$ cat src/design/pcgp_pkg.sv
package pcgp_pkg;

	// field widths
	localparam int COORD_W = 24;
	localparam int INTEN_W = 16;
	localparam int CELL_W  = 8;
	localparam int RC_W    = 6;
	localparam int CFG_IDX_W = 3;
	localparam int CFG_DAT_W = 24;

	// action codes
	localparam logic [1:0] ACT_START = 2'd0;
	localparam logic [1:0] ACT_POINT = 2'd1;
	localparam logic [1:0] ACT_READ  = 2'd2;

	// register indexes
	localparam logic [CFG_IDX_W-1:0] REG_Z_LOW     = 3'd0;
	localparam logic [CFG_IDX_W-1:0] REG_Z_HIGH    = 3'd1;
	localparam logic [CFG_IDX_W-1:0] REG_FREE_THR  = 3'd2;
	localparam logic [CFG_IDX_W-1:0] REG_FREE_STEP = 3'd3;
	localparam logic [CFG_IDX_W-1:0] REG_OCC_STEP  = 3'd4;
	localparam logic [CFG_IDX_W-1:0] REG_FILL      = 3'd5;

	// register reset values
	localparam logic signed [COORD_W-1:0] RST_Z_LOW  = 24'sd400;
	localparam logic signed [COORD_W-1:0] RST_Z_HIGH = 24'sd1800;
	localparam logic [INTEN_W-1:0] RST_FREE_THR  = 16'd800;
	localparam logic [CELL_W-1:0]  RST_FREE_STEP = 8'd9;
	localparam logic [CELL_W-1:0]  RST_OCC_STEP  = 8'd27;
	localparam logic [CELL_W-1:0]  RST_FILL      = 8'd127;

	// grid value after reset
	localparam logic [CELL_W-1:0] GRID_RST_VAL = 8'd127;
	localparam logic [CELL_W-1:0] CELL_MAX     = 8'd255;

	// cell size 200 mm: offsets at or beyond the cap clamp whatever the grid size
	// below the cap, m/200 = floor((m>>3) * MAGIC >> 20), exact for m>>3 < 25600
	localparam int MAG_W   = 18;
	localparam int N_W     = 15;
	localparam int M_W     = 16;
	localparam logic [MAG_W-1:0] SAT_MM = 18'd204800;
	localparam logic [M_W-1:0]   MAGIC  = 16'd41944;
	localparam int PROD_W  = N_W + M_W;
	localparam int Q_SHIFT = 20;
	localparam int Q_W     = 11;
	localparam logic [Q_W-1:0] Q_SAT = 11'd1024;
	localparam int IDX_CALC_W = 12;

	typedef struct packed {
		logic signed [COORD_W-1:0] z_low;
		logic signed [COORD_W-1:0] z_high;
		logic [INTEN_W-1:0]        free_thr;
		logic [CELL_W-1:0]         free_step;
		logic [CELL_W-1:0]         occ_step;
		logic [CELL_W-1:0]         fill_level;
	} cfg_t;

	typedef enum logic [3:0] {
		ST_IDLE,
		ST_FILL,
		ST_PT_S1,
		ST_PT_S2,
		ST_PT_ADDR,
		ST_PT_READ,
		ST_PT_WRITE,
		ST_RD_READ,
		ST_RD_OUT
	} state_t;

	// controller to datapath
	typedef struct packed {
		logic load;
		logic load_start;
		logic step_s1;
		logic step_s2;
		logic calc_addr;
		logic rd_pt;
		logic rd_cell;
		logic wr_pt;
		logic fill_wr;
		logic strobe;
	} cmd_t;

	// datapath to controller
	typedef struct packed {
		logic fill_last;
	} status_t;

endpackage

$ cat src/design/pcgp_cfg.sv
module pcgp_cfg
	import pcgp_pkg::*;
(
	input  logic                 clk,
	input  logic                 arst_n,
	input  logic                 cfg_valid,
	output logic                 cfg_ready,
	input  logic [CFG_IDX_W-1:0] cfg_index,
	input  logic [CFG_DAT_W-1:0] cfg_data,
	output cfg_t                 cfg
);

	cfg_t regs_q;

	assign cfg_ready = 1'b1;
	assign cfg       = regs_q;

	// register file, unknown indexes ignored
	always_ff @(posedge clk or negedge arst_n) begin
		if (!arst_n) begin
			regs_q.z_low      <= RST_Z_LOW;
			regs_q.z_high     <= RST_Z_HIGH;
			regs_q.free_thr   <= RST_FREE_THR;
			regs_q.free_step  <= RST_FREE_STEP;
			regs_q.occ_step   <= RST_OCC_STEP;
			regs_q.fill_level <= RST_FILL;
		end else if (cfg_valid && cfg_ready) begin
			unique case (cfg_index)
				REG_Z_LOW:     regs_q.z_low      <= $signed(cfg_data);
				REG_Z_HIGH:    regs_q.z_high     <= $signed(cfg_data);
				REG_FREE_THR:  regs_q.free_thr   <= cfg_data[INTEN_W-1:0];
				REG_FREE_STEP: regs_q.free_step  <= cfg_data[CELL_W-1:0];
				REG_OCC_STEP:  regs_q.occ_step   <= cfg_data[CELL_W-1:0];
				REG_FILL:      regs_q.fill_level <= cfg_data[CELL_W-1:0];
				default: begin
				end
			endcase
		end
	end

endmodule

$ cat config.mk
export PLATFORM = sky130hd
export DESIGN_NAME = pcgp_cfg
export DESIGN_NICKNAME = d
export VERILOG_FILES = /design/src/design/pcgp_pkg.sv /design/src/design/pcgp_cfg.sv
export SDC_FILE = /design/constraint.sdc
export NUM_CORES = 1
export LEC_CHECK = 0
export ABC_CLOCK_PERIOD_IN_PS = 900
export BUFFER_PORTS_ARGS = -buffer_cell sky130_fd_sc_hd__buf_2
export CORE_ASPECT_RATIO = 0.6
export CORE_MARGIN = 3
export CORE_UTILIZATION = 50
export DETAILED_ROUTE_END_ITERATION = 10
export PLACE_DENSITY = 0.84
export SLEW_MARGIN = 20
export SYNTH_ARGS = -nofsm -noshare
export SYNTH_HDL_FRONTEND = slang
export SYNTH_SLANG_ARGS = --single-unit
$ cat constraint.sdc
create_clock -name clk -period 0.9 [get_ports clk]
set_input_delay 0.225 -clock clk [delete_from_list [all_inputs] [get_ports clk]]
set_output_delay 0.225 -clock clk [all_outputs]
set_load 0.05 [all_outputs]
==> results_dict.tcl, run 1 <==
set metrics [dict create \
    syn_area_sq_mm 0.003465 \
    synth_top_area_share_pct 46.95 \
    start_util_pct 54.02 \
    synth_area_per_cell_sq_um 17.95 \
    synthDistinctLibCells 12 \
    h-tree-depth 3 \
    clock_sinks 88 \
    dieWidth_um 113.5 \
    ios 119 \
    haltStage "global routing" \
    dp_hpwl_um 5325 \
    synth_seq_cells 88 \
    cts_buffers 9 \
    grt_max_degree 39 \
    ys.warnings.count 0 \
    die_height_um 70.48 \
    endpoint_type "primary output" \
    grt_repair_worst_endpoint "cfg[8]" \
    ys_seq_area_share_pct 64.39 \
    synth_cells 193 \
    port_buffers 117 \
    outcome "stopped before the end" \
    placementRows 22 \
    antenna_found_initial 1 \
    root_buffer "clkbuf_16" \
    synth_nets 223 \
    error "[ERROR DPL-0033] detailed placement checks failed during check placement." \
    gp_congestion 0.7470 \
    max-clock-path-buffers 2 \
    yosys-top-cells-area "dfrtp_1 47%, mux2_2 22%, dfstp_2 17%" \
    yosysTopAreaCell "dfrtp_1" \
    place_ws_ps -534.7 \
    dp.cells 395 \
]
synth_stat cells (all sizes together):
cell type and count:
and4bb 1, nor4bb 2, buf 10, dfrtp 65
conb 1, dfstp 23, mux2 88, nor4b 1
nand4b 2
repair_timing:
item                                    4_1_cts
pin swaps                                     4
resized for setup                           247
hold buffers                                  1
endpoints found under the setup margin      160
endpoints found under the hold margin        16
cloned                                        5
buffers inserted                             31
stage by stage:
step	area [sq um]	TNS, ps
CTS	5879	-32440
floorplan	3592	-28950
detailed placement	4382	-42090
global placement	4382	-40340
logic make-up after synthesis:
logic type / synth area share (%)
buf+inv: 2.600
other cells: 0.1082
flops: 64.39
simple gates: 2.131
mux: 30.77
==> inputs of run 2 (changes only) <==
- CORE_ASPECT_RATIO: 0.6 -> default
- CORE_UTILIZATION: 50 -> 40
- PLACE_DENSITY: 0.84 -> default
- PLACE_DENSITY_LB_ADDON: default -> 0.15
==> results_dict.tcl, run 2 <==
set metrics [dict create \
    outcome "complete, but fails checks" \
    violations "negative setup slack" \
    crit_path_start_kind "flip-flop" \
    vias_per_cell 4.794 \
    slew_viol_final 0 \
    antenna_found_initial 0 \
    intPower_mw 10.17 \
    clk_pin_slew_ps 90 \
    synth_area_per_cell_sq_um 17.95 \
    core_region_area_sq_mm 0.008299 \
    path_buf_inv 1 \
    largest_reg_flops 88 \
    synth_cells 193 \
    fill_cells 519 \
    reg2reg_from "cfg[51]" \
    post-route-period-util_pct 142.6 \
    mostFrequentLayoutCells "77 x mux2_4, 72 x buf_6, 65 x dfrtp_1" \
    yosys-top-cells-area "dfrtp_1 47%, mux2_2 22%, dfstp_2 17%" \
    synthDistinctLibCells 12 \
    h-tree-depth 3 \
    antenna_cells 0 \
    ys_top_cells_by_count "68 x mux2_2, 65 x dfrtp_1, 23 x dfstp_2, 20 x mux2_4, 6 x buf_6" \
    firstDrtPassIters 4 \
    async_flop_share_pct 100.0 \
    pwr-share-clk_pct 18.2 \
    rsz0062_at_grt "yes" \
    dpl_cell_area_sq_mm 0.004448 \
    fin_area_sq_mm 0.005971 \
    startpoint "cfg[50]" \
    placementRows 33 \
    setup_tns_ps -36610 \
    cp.depth 1 \
    hold_violations 0 \
    grt_pass1_wl_um 14480 \
    die_area_sq_mm 0.009814 \
    p_leak_nw 2.850 \
    rr_endpoint "cfg[51]" \
    final_nets 405 \
    worstSetupEndpointType "primary output" \
    worstPathMaxFanout 2 \
    start_util_pct 41.75 \
    synth_seq_cells 88 \
    slowest_delay_ps 560 \
    setup_violations 176 \
    yosys_most_used_dff "dfrtp_1" \
    seq_power_share_pct 34.9 \
    min_path_type "in -> reg" \
    synth_edf_count 0 \
    crit_chain "buf_8" \
    reg2reg_slack_ps -120 \
    synth_top_area_share_pct 46.95 \
    setup_ws_ps -383.8 \
    combPwrFrac_pct 46.8 \
    fin_crit_ps 1284 \
    yosysTopAreaCell "dfrtp_1" \
    synth_nets 223 \
    grt_pass1_vias 2529 \
    switching_power_mw 6.301 \
    worst_skew_pair.late_latency_ps 330 \
    area_growth_pct 72.34 \
    drc 0 \
    peakVddDrop_uv 1611 \
    clock_skew_ps 0 \
    final-seq-area_sq_mm 0.002231 \
    root_buffer "clkbuf_8" \
    timing.fmax_mhz 779.0 \
    final_common_cell "mux2_4" \
    ys_seq_area_share_pct 64.39 \
    cts_buffers 9 \
    critPathRequiredTime_ps 670 \
    drt_iter0_markers 35 \
    grtUsageTotal_pct 19.20 \
    final_layout_size_suffix_gt1_share_pct 81.58 \
    cts_tree "yes" \
    place_ws_ps -534.9 \
    ant_nets 0 \
    wl_per_cell_um 19.66 \
    wl_um 9535 \
    critical_path.top_delay_family "flip-flops" \
    syn_area_sq_mm 0.003465 \
    ios 119 \
    dp_hpwl_um 5499 \
    dieWidth_um 99.07 \
    gp_congestion 0.7565 \
    multi_input_area_sq_mm 0.001391 \
    sw_frac_of_total_pct 38.27 \
    cp.arrival_ps 1060 \
    ys.warnings.count 0 \
    max-clock-path-buffers 2 \
    powerDensity_mw_per_mm2 2758 \
    vias 2325 \
    whs_ps 123.9 \
    slowest_stage "dfstp_2" \
    port_buffers 117 \
    crit_path_end "cfg[50]" \
    yosysMostFrequentCell "mux2_2" \
    die_height_um 99.07 \
    critPathKind "reg -> out" \
    clock_sinks 88 \
    grt_max_degree 31 \
    r2r_cells 3 \
    drv_cap 0 \
    overflow 0 \
]
-- run 2: cell counts after synthesis --
Identical to the previous run, type by type.
-- run 2: worst register-to-register path, delay by kind of cell, from the launching register on --
kind     cells  cell delay (ps)
flops        1              400
mux          1              250
buf+inv      2              260
-- run 2: worst min path at each step --
stage                       from  endpoint  slack, ps  cells after the start
floorplan                 arst_n   cfg[10]        -70                      0
global placement          arst_n   cfg[34]         80                      1
detailed placement        arst_n   cfg[34]         80                      1
CTS                 cfg_data[20]   cfg[60]        110                      2
global route        cfg_data[20]   cfg[84]        110                      2
finish              cfg_data[20]   cfg[60]        120                      2
-- run 2: timing repair --
item                                    4_1_cts  5_1_grt
pin swaps                                     3        4
resized for setup                           249       13
cloned                                        5        1
hold buffers                                  1        0
endpoints found under the setup margin      168      172
hold endpoints to repair                     68        0
buffers inserted                             30       21
-- run 2: logic make-up after synthesis --
family | synth area share (%)
mux | 30.77
buf+inv | 2.600
other cells | 0.1082
flops | 64.39
simple gates | 2.131
-- run 2: cell type report --
type                            count  area share (%)
Clock inverter                      5           1.362
Timing Repair Buffer              181           33.40
Sequential cell                    88           37.36
Clock buffer                       11           2.368
Tap cell                          105           2.200
Multi-Input combinational cell     95           23.30
-- run 2: power by group through the flow --
stage	clock [mW]	combinational, mW	sequential [mW]
2_1_floorplan	0	1.14	8.65
3_3_place_gp	0	5.63	5.51
3_5_place_dp	0	5.68	5.52
4_1_cts	3.07	7.49	5.74
5_1_grt	3.23	7.98	5.86
6_report	3.00	7.71	5.75
-- run 2: metal layers --
| layer | vias to the layer above | global-route usage [%] | part of all wire, % |
|---|---|---|---|
| li1 | 1042 | - | - |
| met1 | 1198 | 24.25 | 41 |
| met2 | 75 | 32.23 | 51 |
| met3 | 10 | 5.379 | 5.9 |
| met4 | 0 | 5.672 | 1.3 |
| met5 | - | 0 | 0 |
-- run 2: through the flow --
stage                     std cells  power, mW  util (%)
final                           485      16.47     71.94
after global routing            485      17.06     71.94
after CTS                       470      16.29     70.74
after detailed placement        418      11.21     53.60
after global placement          418      11.14     53.60
after floorplan                 193      9.786         -
(Power assumes the default switching activity.)
==> inputs of run 3 (changes only) <==
- ABC_CLOCK_PERIOD_IN_PS: 900 -> 1150
- clock period: 0.9 -> 1.15 ns (I/O delays scaled with it)
==> results_dict.tcl, run 3 (synthesis results as in run 2) <==
set metrics [dict create \
    outcome "complete, but fails checks" \
    violations "negative setup slack" \
    final_common_cell "buf_6" \
    clock_skew_ps 0 \
    setup_violations 88 \
    place_ws_ps -337.8 \
    wl_um 8365 \
    slowest_stage "dfstp_2" \
    stdcell_count 470 \
    slowest_delay_ps 570 \
    min_path_type "in -> reg" \
    worst_skew_pair.late_latency_ps 330 \
    peakVddDrop_uv 1230 \
    worstPathMaxFanout 2 \
    timing.fmax_mhz 744.2 \
    start_util_pct 41.75 \
    die_height_um 99.07 \
    cts_tree "yes" \
    setup_tns_ps -6144 \
    overflow 0 \
    cp.arrival_ps 1060 \
    final_nets 390 \
    antenna_found_initial 0 \
    drt_iter0_markers 39 \
    critPathKind "reg -> out" \
    largest_reg_flops 88 \
    grt_max_degree 39 \
    critical_path.top_delay_family "flip-flops" \
    wl_per_cell_um 17.80 \
    die_area_sq_mm 0.009814 \
    ant_nets 0 \
    vias_per_cell 4.743 \
    fill_cells 610 \
    crit_chain "buf_8" \
    firstDrtPassIters 3 \
    max-clock-path-buffers 2 \
    setup_ws_ps -193.7 \
    hold_violations 0 \
    root_buffer "clkbuf_8" \
    whs_ps 186.4 \
    drc 0 \
    placementRows 33 \
    worstSetupEndpointType "primary output" \
    h-tree-depth 3 \
    multi_input_area_sq_mm 0.001260 \
    clk_pin_slew_ps 80 \
    dp_hpwl_um 5348 \
    cts_buffers 9 \
    fin_crit_ps 1344 \
    dp.cells 417 \
    powerDensity_mw_per_mm2 2240 \
    final-seq-area_sq_mm 0.002231 \
    grtUsageTotal_pct 17.36 \
    vias 2229 \
    p_leak_nw 2.612 \
    rsz0062_at_grt "yes" \
    grt_pass1_vias 2417 \
    core_region_area_sq_mm 0.008299 \
    antenna_cells 0 \
    dieWidth_um 99.07 \
    critPathRequiredTime_ps 860 \
    grt_pass1_wl_um 13230 \
    path_buf_inv 1 \
    mostFrequentLayoutCells "68 x buf_6, 65 x dfrtp_1, 45 x mux2_2" \
    drv_cap 0 \
    slew_viol_final 0 \
    ios 119 \
    port_buffers 117 \
    clock_sinks 88 \
    post-route-period-util_pct 116.8 \
    reg2reg_slack_ps 120 \
    area_growth_pct 60.49 \
    crit_path_start_kind "flip-flop" \
    gp_congestion 0.7081 \
    final_layout_size_suffix_gt1_share_pct 81.10 \
    power_mw 12.46 \
]
[run 3: cell types whose count changed in the layout (fill, tap and decap cells not counted), sizes merged]
cell    before  now
bufinv       2    1
clkbuf      12   13
buf        179  164
[run 3: per-stage QoR]
| stage | area (sq um) | utilization [%] |
|---|---|---|
| after floorplan | 3577 | - |
| after global placement | 4400 | 53.02 |
| after detailed placement | 4400 | 53.02 |
| after CTS | 5425 | 65.37 |
| after global routing | 5560 | 67.00 |
| final | 5560 | 67.00 |
[run 3: layer usage]
layer | up-vias | wire length [um] | GRT usage [%]
met3 | 7 | 550 | 5.308
met1 | 1154 | 3471 | 21.86
met4 | 0 | 74 | 5.357
met2 | 60 | 4268 | 28.77
met5 | - | 0 | 0
li1 | 1008 | - | -
[run 3: timing repair]
action / 4_1_cts / 5_1_grt
hold endpoints to repair: 9 / 0
hold buffers: 1 / 0
pin swaps: 0 / 1
buffers inserted: 22 / 13
gates resized for setup: 198 / 5
setup endpoints to repair: 88 / 101
cloned: 0 / 1
[run 3: cell type report]
class                   instances  share of cell area (%)
clock inverters                 4                  0.9226
clock buffers                  12                   2.970
multi-input cells              95                   22.66
flip-flops and latches         88                   40.12
repair buffers                166                   30.96
well taps                     105                   2.363
[run 3: worst reg2reg max path, delay by kind of cell, from the launching register on]
family | cells | cell delay, ps
DFF | 1 | 400
buffers and inverters | 2 | 260
muxes | 1 | 260
[run 3: worst paths after layout]
check	from	to	cells past startpoint
worst min-delay path	cfg_data[22]	cfg[62]	2
worst max-delay path	cfg[43]	cfg[43]	1
worst min register to register	cfg[23]	cfg[23]	1
worst max register to register	cfg[24]	cfg[24]	3
max in group asynchronous	arst_n	cfg[11]	3
min in group asynchronous	arst_n	cfg[23]	2
[run 3: power by group]
part / internal, mW / leakage (nW) / switching [mW]
Combinational: 2.53 / 1.48 / 3.23
Clock: 1.18 / 0.109 / 1.05
Sequential: 3.92 / 1.02 / 0.544
Total: 7.63 / 2.61 / 4.83
