**src/design/pcgp_pkg.sv**
```systemverilog
package pcgp_pkg;

	// field widths
	localparam int COORD_W = 24;
	localparam int INTEN_W = 16;
	localparam int CELL_W  = 8;
	localparam int RC_W    = 6;
	localparam int CFG_IDX_W = 3;
	localparam int CFG_DAT_W = 24;

	// action codes
	localparam logic [1:0] ACT_START = 2'd0;
	localparam logic [1:0] ACT_POINT = 2'd1;
	localparam logic [1:0] ACT_READ  = 2'd2;

	// register indexes
	localparam logic [CFG_IDX_W-1:0] REG_Z_LOW     = 3'd0;
	localparam logic [CFG_IDX_W-1:0] REG_Z_HIGH    = 3'd1;
	localparam logic [CFG_IDX_W-1:0] REG_FREE_THR  = 3'd2;
	localparam logic [CFG_IDX_W-1:0] REG_FREE_STEP = 3'd3;
	localparam logic [CFG_IDX_W-1:0] REG_OCC_STEP  = 3'd4;
	localparam logic [CFG_IDX_W-1:0] REG_FILL      = 3'd5;

	// register reset values
	localparam logic signed [COORD_W-1:0] RST_Z_LOW  = 24'sd400;
	localparam logic signed [COORD_W-1:0] RST_Z_HIGH = 24'sd1800;
	localparam logic [INTEN_W-1:0] RST_FREE_THR  = 16'd800;
	localparam logic [CELL_W-1:0]  RST_FREE_STEP = 8'd9;
	localparam logic [CELL_W-1:0]  RST_OCC_STEP  = 8'd27;
	localparam logic [CELL_W-1:0]  RST_FILL      = 8'd127;

	// grid value after reset
	localparam logic [CELL_W-1:0] GRID_RST_VAL = 8'd127;
	localparam logic [CELL_W-1:0] CELL_MAX     = 8'd255;

	// cell size 200 mm: offsets at or beyond the cap clamp whatever the grid size
	// below the cap, m/200 = floor((m>>3) * MAGIC >> 20), exact for m>>3 < 25600
	localparam int MAG_W   = 18;
	localparam int N_W     = 15;
	localparam int M_W     = 16;
	localparam logic [MAG_W-1:0] SAT_MM = 18'd204800;
	localparam logic [M_W-1:0]   MAGIC  = 16'd41944;
	localparam int PROD_W  = N_W + M_W;
	localparam int Q_SHIFT = 20;
	localparam int Q_W     = 11;
	localparam logic [Q_W-1:0] Q_SAT = 11'd1024;
	localparam int IDX_CALC_W = 12;

	typedef struct packed {
		logic signed [COORD_W-1:0] z_low;
		logic signed [COORD_W-1:0] z_high;
		logic [INTEN_W-1:0]        free_thr;
		logic [CELL_W-1:0]         free_step;
		logic [CELL_W-1:0]         occ_step;
		logic [CELL_W-1:0]         fill_level;
	} cfg_t;

	typedef enum logic [3:0] {
		ST_IDLE,
		ST_FILL,
		ST_PT_S1,
		ST_PT_S2,
		ST_PT_ADDR,
		ST_PT_READ,
		ST_PT_WRITE,
		ST_RD_READ,
		ST_RD_OUT
	} state_t;

	// controller to datapath
	typedef struct packed {
		logic load;
		logic load_start;
		logic step_s1;
		logic step_s2;
		logic calc_addr;
		logic rd_pt;
		logic rd_cell;
		logic wr_pt;
		logic fill_wr;
		logic strobe;
	} cmd_t;

	// datapath to controller
	typedef struct packed {
		logic fill_last;
	} status_t;

endpackage

```
**src/design/pcgp_ctrl.sv**
```systemverilog
module pcgp_ctrl
	import pcgp_pkg::*;
(
	input  logic       clk,
	input  logic       arst_n,
	input  logic       start,
	input  logic [1:0] action,
	output logic       busy,
	output cmd_t       cmd,
	input  status_t    status
);

	state_t state_q, state_d;

	// state register, reset begins with a grid clearing pass
	always_ff @(posedge clk or negedge arst_n) begin
		if (!arst_n) begin
			state_q <= ST_FILL;
		end else begin
			state_q <= state_d;
		end
	end

	// next state
	always_comb begin
		state_d = state_q;
		unique case (state_q)
			ST_IDLE: begin
				if (start) begin
					unique case (action)
						ACT_START: state_d = ST_FILL;
						ACT_POINT: state_d = ST_PT_S1;
						ACT_READ:  state_d = ST_RD_READ;
						default:   state_d = ST_IDLE;
					endcase
				end
			end
			ST_FILL: begin
				if (status.fill_last) begin
					state_d = ST_IDLE;
				end
			end
			ST_PT_S1:    state_d = ST_PT_S2;
			ST_PT_S2:    state_d = ST_PT_ADDR;
			ST_PT_ADDR:  state_d = ST_PT_READ;
			ST_PT_READ:  state_d = ST_PT_WRITE;
			ST_PT_WRITE: state_d = ST_IDLE;
			ST_RD_READ:  state_d = ST_RD_OUT;
			ST_RD_OUT:   state_d = ST_IDLE;
			default:     state_d = ST_IDLE;
		endcase
	end

	// commands
	always_comb begin
		cmd  = '0;
		busy = 1'b1;
		unique case (state_q)
			ST_IDLE: begin
				busy            = 1'b0;
				cmd.load        = start;
				cmd.load_start  = start && (action == ACT_START);
			end
			ST_FILL:     cmd.fill_wr   = 1'b1;
			ST_PT_S1:    cmd.step_s1   = 1'b1;
			ST_PT_S2:    cmd.step_s2   = 1'b1;
			ST_PT_ADDR:  cmd.calc_addr = 1'b1;
			ST_PT_READ:  cmd.rd_pt     = 1'b1;
			ST_PT_WRITE: cmd.wr_pt     = 1'b1;
			ST_RD_READ:  cmd.rd_cell   = 1'b1;
			ST_RD_OUT:   cmd.strobe    = 1'b1;
			default: begin
			end
		endcase
	end

endmodule

```
**config.mk**
```make
export PLATFORM = sky130hd
export DESIGN_NAME = pcgp_ctrl
export DESIGN_NICKNAME = d
export VERILOG_FILES = /design/src/design/pcgp_pkg.sv /design/src/design/pcgp_ctrl.sv
export SDC_FILE = /design/constraint.sdc
export NUM_CORES = 1
export LEC_CHECK = 0
export ABC_AREA = 1
export BUFFER_PORTS_ARGS = -buffer_cell sky130_fd_sc_hd__buf_2
export CORE_AREA = 2 2 39 41
export DETAILED_ROUTE_END_ITERATION = 12
export DIE_AREA = 0 0 41 43
export PLACE_DENSITY = 0.63
export SKIP_LAST_GASP = 1
export SLEW_MARGIN = 20
export SYNTH_ARGS = -nofsm -noshare
export SYNTH_HDL_FRONTEND = slang
export SYNTH_SLANG_ARGS = --single-unit
```
**constraint.sdc**
```tcl
create_clock -name clk -period 1.1 [get_ports clk]
set_input_delay 0.165 -clock clk [delete_from_list [all_inputs] [get_ports clk]]
set_output_delay 0.165 -clock clk [all_outputs]
set_load 0.1 [all_outputs]
```
**Word-level counts from Yosys, hierarchy flattened**

Index checks and enable logic that the tools add are counted.
Widths: inputs -> output; s select.

- Word-level logic and storage cells: 31
- Register bits: 4
- Output and inout port bits: 11
- Input port bits: 6

- Reduce and logical (&&, ||, !) cells: 4
- Muxes and demuxes: 14
- Eq/ne operators: 12

Operators with widths:

| kind | number |
|---|---|
| $pmux 4 s7 | 1 |
| $eq 4x3->1 const B | 4 |
| $mux 1 | 9 |
| $pmux 3 s3 | 1 |
| $eq 4x2->1 const B | 2 |
| $mux 4 | 2 |
| $eq 4x1->1 const B | 1 |
| $eq 4x4->1 const B | 1 |
| $logic_not 4->1 | 1 |
| $ne 2x2->1 const B | 2 |
| $eq 2x1->1 const B | 1 |
| $eq 2x2->1 const B | 1 |
| $logic_not 2->1 | 1 |
| $mux 2 | 1 |
| $reduce_and 2->1 | 1 |
| $logic_and 1x1->1 | 1 |

**Depth between registers and ports, before layout**

Gate-level depths: netlist (run 1).

- Word-level depth: 4
- Gate-level depth with buffers: 8
- Depth with buffers taken out: 8

**Least setup slack after synthesis (run 1)**

No wires, ideal clock.

- Path kind: register to output
- Start: register state_q[0]
- End: output port cmd[1] (netlist name)
- Arrival: 3495 ps
- Buffers on the path: 0
- Required time: 935 ps
- Cell stages (with the launch flop): 3
- Path slack: -2560 ps
- Cells stage by stage: dfstp_2 > inv_2 > nor4_1

RTL lines:

| item | RTL line | RTL |
|---|---|---|
| start: declaration | pcgp_ctrl.sv:13 | `state_t state_q, state_d;` |
| start signal: assignment | pcgp_ctrl.sv:20 | `state_q <= state_d;` |
| end: declaration | pcgp_ctrl.sv:9 | `output cmd_t cmd,` |

==> results of run 1 <==
[how the worst min path moves through the flow]
stage                 from         end  slack [ns]  cells past startpoint
finish              arst_n  state_q[2]        0.27                      2
global route        arst_n  state_q[2]        0.28                      2
CTS                 arst_n  state_q[2]        0.25                      2
detailed placement  arst_n  state_q[3]       -0.03                      1
global placement    arst_n  state_q[3]       -0.03                      1
floorplan           arst_n  state_q[1]       -0.13                      0
[worst max-delay path, delay by kind of cell (launching register included)]
kind	cells	cell delay, ns
flops	1	0.43
buf+inv	2	0.32
simple gates	2	0.44
[cell type report]
cell class / instances / area (um2)
Clock buffer: 4 / 26.3
Multi-Input combinational cell: 36 / 324
Fill cell: 90 / 335
Sequential cell: 4 / 105
Inverter: 16 / 83.8
Timing Repair Buffer: 42 / 489
Tap cell: 16 / 20.0
[layer usage]
layer  up-vias  routed length [um]  global-route usage  share of wire
met4         0                   0               0.120              0
met2        15                 903               0.288           0.55
met5         -                   0                   0              0
met1       267                 691               0.220           0.42
met3         0                  39              0.0157          0.024
li1        261                   -                   -              -
[cell usage in the layout, fill, tap and decap left out, drive strengths merged]
cell type	instances
clkinvlp	5
nand3	6
nor2	12
dfstp	1
nand2	11
ha	2
buf	41
dlygate4sd3	1
inv	11
nor3	4
clkbuf	4
dfrtp	3
nor4	1
[metrics by stage]
step	setup TNS, ns	utilization	hold WS, ns
after floorplan	-4.80	-	-0.131
after global placement	-1.61	0.631	-0.0305
after detailed placement	-1.92	0.631	-0.0287
after CTS	-4.87	0.707	0.247
after global routing	-6.50	0.758	0.280
final	-5.63	0.758	0.273
[power groups by stage]
stage	Clock [mW]	Combinational (mW)	Sequential (mW)
floorplan	0	1.46	0.337
global placement	0	2.48	0.287
detailed placement	0	2.52	0.295
CTS	0.211	2.74	0.295
global route	0.231	3.13	0.307
finish	0.199	3.02	0.299
[cells by family (layout without fill, tap and decap cells)]
family,after synthesis,count (layout)
AND/OR/NAND/NOR,34,34
buffers and inverters,16,62
flip-flops,4,4
adder cells (fa/ha/maj),2,2
[cells in the mapped netlist, drive strengths merged]
master / n / area share
inv: 16 / 0.16
nor2: 12 / 0.19
nand2: 11 / 0.13
nand3: 6 / 0.096
nor3: 4 / 0.055
dfrtp: 3 / 0.21
ha: 2 / 0.069
dfstp: 1 / 0.072
nor4: 1 / 0.017
[timing repair]
action | CTS | global route
resized for setup | 8 | 10
hold buffers | 1 | 0
pin swaps | 11 | 12
buffers inserted | 7 | 5
setup endpoints to repair | 15 | 15
endpoints found under the hold margin | 4 | 0
==> impl_metrics.tcl, run 1 <==
set metrics [dict create \
    status "complete, but fails checks" \
    violations "setup timing" \
    combPwrFrac 0.858 \
    cts_tree "done" \
    cts_max_path_buffers 2 \
    syn_nets 64 \
    hp-class "input port to asynchronous set/reset pin" \
    cp.required_ns 0.94 \
    num_vias 543 \
    syn_to_final_growth_pct 188 \
    die-area_mm2 0.00176 \
    synthMuxAreaShare 0 \
    p_seq_frac 0.085 \
    p_leak_nw 0.506 \
    maxClockFrequency_mhz 624 \
    n_antenna_cell 0 \
    antenna_found_initial 0 \
    worst_pin_slew_ns 0.257 \
    reg2reg_to "state_q[0]" \
    intPower_mw 1.63 \
    critical_path.max_stage_delay_ns 0.43 \
    setup-violations-final 15 \
    critPathKind "flop to output pin" \
    synth_top_family_by_area "simple AND/OR/NAND/NOR gates" \
    final_area_mm2 0.00105 \
    grt_usage 0.182 \
    die_y_um 43 \
    dr.pass1.iters 4 \
    yosys_warnings 0 \
    drt_iter0_drc 10 \
    end_kind "output pin" \
    grt_pass1_vias 507 \
    grt_max_degree 6 \
    total_power_mw 3.52 \
    r2r_start "state_q[0]" \
    power_frac_clock 0.056 \
    cp-startpoint "state_q[2]" \
    powerDensity_mw_per_mm2 3360 \
    drv_slew 0 \
    drt-wirelength-per-cell_um 13.8 \
    initial_core_util 0.263 \
    crit_path_start_kind "flop" \
    finalHoldViolCount 0 \
    numCtsBuffers 3 \
    htreeDepth 1 \
    crit_fanout 4 \
    drive_gt1_frac 0.745 \
    dieWidth_um 41 \
    crit_chain "nor2_4 -> nand3_1 -> clkinvlp_4 -> buf_12" \
    gp_congestion 0.756 \
    yosysUniqueCellTypes 14 \
    syn_inst 56 \
    gr-total-overflow 0 \
    rsz0062_at_grt "yes" \
    endpoint "cmd[6]" \
    wl_mm 1.63 \
    dpl-instance-area_um2 873 \
    fin_skew_ns 0.00761 \
    regMostFlops "state_q" \
    synth-simple-area-share 0.488 \
    setup_slack_ns -0.502 \
    cts.sinks 4 \
    place_hpwl_um 961 \
    io_pins 17 \
    stdcell_count 118 \
    synthXorXnorAreaFrac 0 \
    cts_root_buffer "clkbuf_4" \
    io_buffers 16 \
    synth_compound_area_frac 0 \
    largest_register_ffs 4 \
    synth-adder-area-share 0.0687 \
    finalNetCount 111 \
    dp.cells 104 \
    min_period_ns 1.60 \
    ys_ff_latch 4 \
    fp-row-count 14 \
    rr_worst_depth 9 \
    p_sw_mw 1.89 \
    reg2reg_slack_ns -0.33 \
    viasPerCell 4.60 \
    period_share 1.46 \
    route.detailed.drc 0 \
    cap_violations 0 \
    syn_area_um2 364 \
    grt_pass1_wl_mm 2.13 \
    switching_share 0.538 \
    clk_latency_ns 0.24 \
    yosysSeqAreaShare 0.278 \
    clkTransAtPathRegs_ns 0.04 \
    crit_arrival_ns 1.44 \
    antenna_left 0 \
    core-area_mm2 0.00138 \
    slew_headroom 0.827 \
    ir_drop_mv 1.64 \
    syn_area_per_cell_um2 6.50 \
    reg_top3 "state_q: 4 flops" \
    dpl_worst_slack_ns -0.217 \
    crit_slowest_cell "dfrtp_2" \
]
Power figures use the tool's default switching activity.
==> run 2, diff against run 1 <==
- RECOVER_POWER: unset -> 25
==> impl_metrics.tcl, run 2 (synthesis results as in run 1) <==
set metrics [dict create \
    clk_latency_ns 0.24 \
    min_period_ns 1.60 \
    cts_tree "done" \
    rr_worst_depth 9 \
    drt-wirelength-per-cell_um 13.7 \
    largest_register_ffs 4 \
    finalNetCount 111 \
    fin_setup_tns_ns -5.59 \
    initial_core_util 0.263 \
    grt_pass1_wl_mm 2.13 \
    drive_gt1_frac 0.735 \
    violations "setup timing" \
    powerDensity_mw_per_mm2 3360 \
    worst_pin_slew_ns 0.258 \
    maxClockFrequency_mhz 625 \
    critical_path.max_stage_delay_ns 0.43 \
    crit_arrival_ns 1.43 \
    finalHoldViolCount 0 \
    clkTransAtPathRegs_ns 0.04 \
    route.detailed.drc 0 \
    cp.required_ns 0.94 \
    drv_slew 0 \
    cap_violations 0 \
    grt_pass1_vias 507 \
    total_power_mw 3.52 \
    fin_skew_ns 0.00745 \
    crit_slowest_cell "dfrtp_2" \
    drt_iter0_drc 18 \
    crit_fanout 4 \
    r2r_start "state_q[0]" \
    cts_root_buffer "clkbuf_4" \
    fp-row-count 14 \
    cts.sinks 4 \
    layout_commonest_cell "buf_4" \
    slew_headroom 0.827 \
    die_y_um 43 \
    antenna_found_initial 0 \
    setup-violations-final 15 \
    critPathTopFamily "simple AND/OR/NAND/NOR gates" \
    reg2reg_to "state_q[0]" \
    regMostFlops "state_q" \
    io_buffers 16 \
    setup_slack_ns -0.499 \
    viasPerCell 4.63 \
    critPathKind "flop to output pin" \
    finish.utilization 0.757 \
    status "complete, but fails checks" \
    grt_max_degree 6 \
    num_vias 546 \
    numCtsBuffers 3 \
    grt_usage 0.182 \
    hp-class "input port to asynchronous set/reset pin" \
    reg_top3 "state_q: 4 flops" \
    period_share 1.45 \
    dpl_worst_slack_ns -0.217 \
    gr-total-overflow 0 \
    crit_chain "nor2_4 -> nand3_1 -> clkinvlp_4 -> buf_12" \
    n_antenna_cell 0 \
    ir_drop_mv 1.64 \
    io_pins 17 \
    reg2reg_slack_ns -0.32 \
    antenna_left 0 \
    core-area_mm2 0.00138 \
    gp_congestion 0.756 \
    worst-path-buf-inv 2 \
    dr.pass1.iters 4 \
    htreeDepth 1 \
    dieWidth_um 41 \
    rsz0062_at_grt "yes" \
    cts_max_path_buffers 2 \
    final_cell_mix "buf_4, buf_12, buf_6" \
    whs_ns 0.290 \
    wl_mm 1.62 \
    p_leak_nw 0.503 \
    place_hpwl_um 961 \
    syn_to_final_growth_pct 188 \
    crit_path_start_kind "flop" \
    end_kind "output pin" \
    die-area_mm2 0.00176 \
]
-- run 2: worst max path at each step --
stage | start | end | slack, ns | depth (start not counted)
after floorplan | state_q[0] | cmd[1] | -0.79 | 2
after global placement | state_q[3] | cmd[8] | -0.19 | 4
after detailed placement | state_q[0] | cmd[3] | -0.22 | 4
after CTS | state_q[0] | cmd[3] | -0.47 | 4
after global routing | state_q[2] | cmd[6] | -0.57 | 4
final | state_q[2] | cmd[6] | -0.50 | 4
-- run 2: area by class of cell --
| cell class | count | area, um2 |
|---|---|---|
| clock buffers | 4 | 26.3 |
| inverters | 16 | 83.8 |
| repair buffers | 42 | 488 |
| multi-input cells | 36 | 324 |
| flip-flops and latches | 4 | 105 |
| well taps | 16 | 20.0 |
| fillers | 91 | 337 |
-- run 2: metal layers --
layer  up-vias  global-route usage  share of wire
met5         -                   0              0
met4         0               0.120              0
met3         0              0.0157          0.023
met2        15               0.288           0.55
met1       270               0.220           0.42
li1        261                   -              -
-- run 2: worst reg2reg max path, delay by kind of cell, from the launching register on --
kind | cells | cell delay [ns]
buffers and inverters | 4 | 0.35
DFF | 1 | 0.59
and+or+nand+nor | 5 | 0.42
-- run 2: per-stage QoR --
step / instances / area, um2
final: 118 / 1050
after global routing: 118 / 1050
after CTS: 114 / 978
after detailed placement: 104 / 873
after global placement: 104 / 873
after floorplan: 56 / 475
-- run 2: what timing repair did --
item,CTS,global route
setup endpoints to repair,15,15
endpoints found under the hold margin,4,0
hold buffers,1,0
buffers inserted,7,5
resized for setup,8,10
pin swaps,11,12
-- run 2: report_power, final --
| part | internal, mW | switching [mW] |
|---|---|---|
| sequential | 0.218 | 0.0807 |
| combinational | 1.27 | 1.75 |
| clock | 0.136 | 0.0622 |
==> run 3, diff against run 2 <==
- clock period: 1.1 -> 1.4 ns (I/O delays scaled with it)
==> impl_metrics.tcl, run 3 (synthesis results as in run 1) <==
set metrics [dict create \
    regMostFlops "state_q" \
    end_kind "output pin" \
    violations "setup timing" \
    initial_core_util 0.263 \
    viasPerCell 4.26 \
    min_period_ns 1.60 \
    fp-row-count 14 \
    min_to "state_q[0]" \
    crit_fanout 5 \
    setup_slack_ns -0.201 \
    grt_pass1_wl_mm 1.75 \
    n_antenna_cell 0 \
    wl_mm 1.15 \
    drv_slew 0 \
    cts_tree "done" \
    antenna_left 0 \
    largest_register_ffs 4 \
    worst_pin_slew_ns 0.266 \
    grt_usage 0.149 \
    dr.pass1.iters 2 \
    reg_top3 "state_q: 4 flops" \
    cts_root_buffer "clkbuf_4" \
    gp_congestion 0.751 \
    reg2reg_slack_ns 0.09 \
    layout_commonest_cell "buf_4" \
    critPathKind "flop to output pin" \
    htreeDepth 1 \
    core-area_mm2 0.00138 \
    num_vias 469 \
    cts_max_path_buffers 2 \
    antenna_found_initial 0 \
    numCtsBuffers 3 \
    fin_skew_ns 0.00401 \
    r2r_start "state_q[0]" \
    rsz0062_at_grt "yes" \
    holdPathStages 4 \
    reg2reg_to "state_q[1]" \
    crit_arrival_ns 1.39 \
    drive_gt1_frac 0.691 \
    grt_pass1_vias 449 \
    cap_violations 0 \
    drt-wirelength-per-cell_um 10.4 \
    final_cell_mix "buf_4, buf_12, inv_1" \
    slew_headroom 0.822 \
    finish.utilization 0.685 \
    min_from "status" \
    crit_path_start_kind "flop" \
    final_area_um2 948 \
    finalHoldViolCount 0 \
    drt_iter0_drc 2 \
    dpl-instance-area_um2 786 \
    io_pins 17 \
    clkTransAtPathRegs_ns 0.04 \
    clk_latency_ns 0.23 \
    hp-class "input port to flop" \
    rr_worst_depth 7 \
    cts.sinks 4 \
    maxClockFrequency_mhz 624 \
    die_y_um 43 \
    grt_max_degree 6 \
    io_buffers 16 \
    status "complete, but fails checks" \
    gr-total-overflow 0 \
    die-area_mm2 0.00176 \
    dieWidth_um 41 \
    syn_to_final_growth_pct 160 \
    route.detailed.drc 0 \
    setup-violations-final 11 \
    period_share 1.14 \
    place_hpwl_um 814 \
    cp.required_ns 1.19 \
    finalNetCount 103 \
]
==> run 3: what timing repair did <==
item                                    in CTS  in global routing
buffers inserted                             6                  5
hold buffers                                 1                  0
hold endpoints to repair                     4                  0
gates resized for setup                      4                  3
endpoints found under the setup margin      11                 11
pin swaps                                    9                  3
==> run 3: final cells by class <==
| class | instances | area [um2] |
|---|---|---|
| clock buffer | 4 | 26.3 |
| sequential | 4 | 105 |
| timing repair buffer | 34 | 405 |
| multi-input combinational | 36 | 310 |
| fill | 100 | 435 |
| inverter | 16 | 81.3 |
| tap | 16 | 20.0 |
==> run 3: stage by stage <==
stage / hold slack, ns / worst slack, ns / TNS (ns) / instances
2_1_floorplan: -0.0856 / -0.533 / -2.11 / 56
3_3_place_gp: 0.0133 / 0.00702 / 0 / 94
3_5_place_dp: 0.0148 / -0.0126 / -0.0126 / 94
4_1_cts: 0.231 / -0.201 / -1.51 / 105
5_1_grt: 0.235 / -0.270 / -1.97 / 110
6_report: 0.233 / -0.201 / -1.39 / 110
==> run 3: worst max-delay path by stage <==
stage / slack (ns) / start / to / cells after the start
final: -0.20 / state_q[0] / cmd[1] / 3
after global routing: -0.27 / state_q[0] / cmd[1] / 3
after CTS: -0.20 / state_q[2] / cmd[6] / 4
after detailed placement: -0.01 / state_q[3] / cmd[8] / 4
after global placement: 0.007 / state_q[3] / cmd[8] / 4
after floorplan: -0.53 / state_q[0] / cmd[1] / 2
==> run 3: worst max-delay path: stages, from the launching register on <==
cell and delay (ns):
dfstp_2 0.59, inv_4 0.09, nor4_4 0.26, buf_12 0.21
==> run 3: layer usage <==
metal | part of all wire | vias up | track usage
met1 | 0.40 | 219 | 0.167
li1 | - | 240 | -
met2 | 0.57 | 8 | 0.234
met4 | 0.015 | 0 | 0.120
met3 | 0.014 | 2 | 0.0209
met5 | 0 | - | 0
Power of run 3 is left out: the tool's default activity adds up to more than one toggle a clock period on the data nets, which glitch-free logic cannot reach.
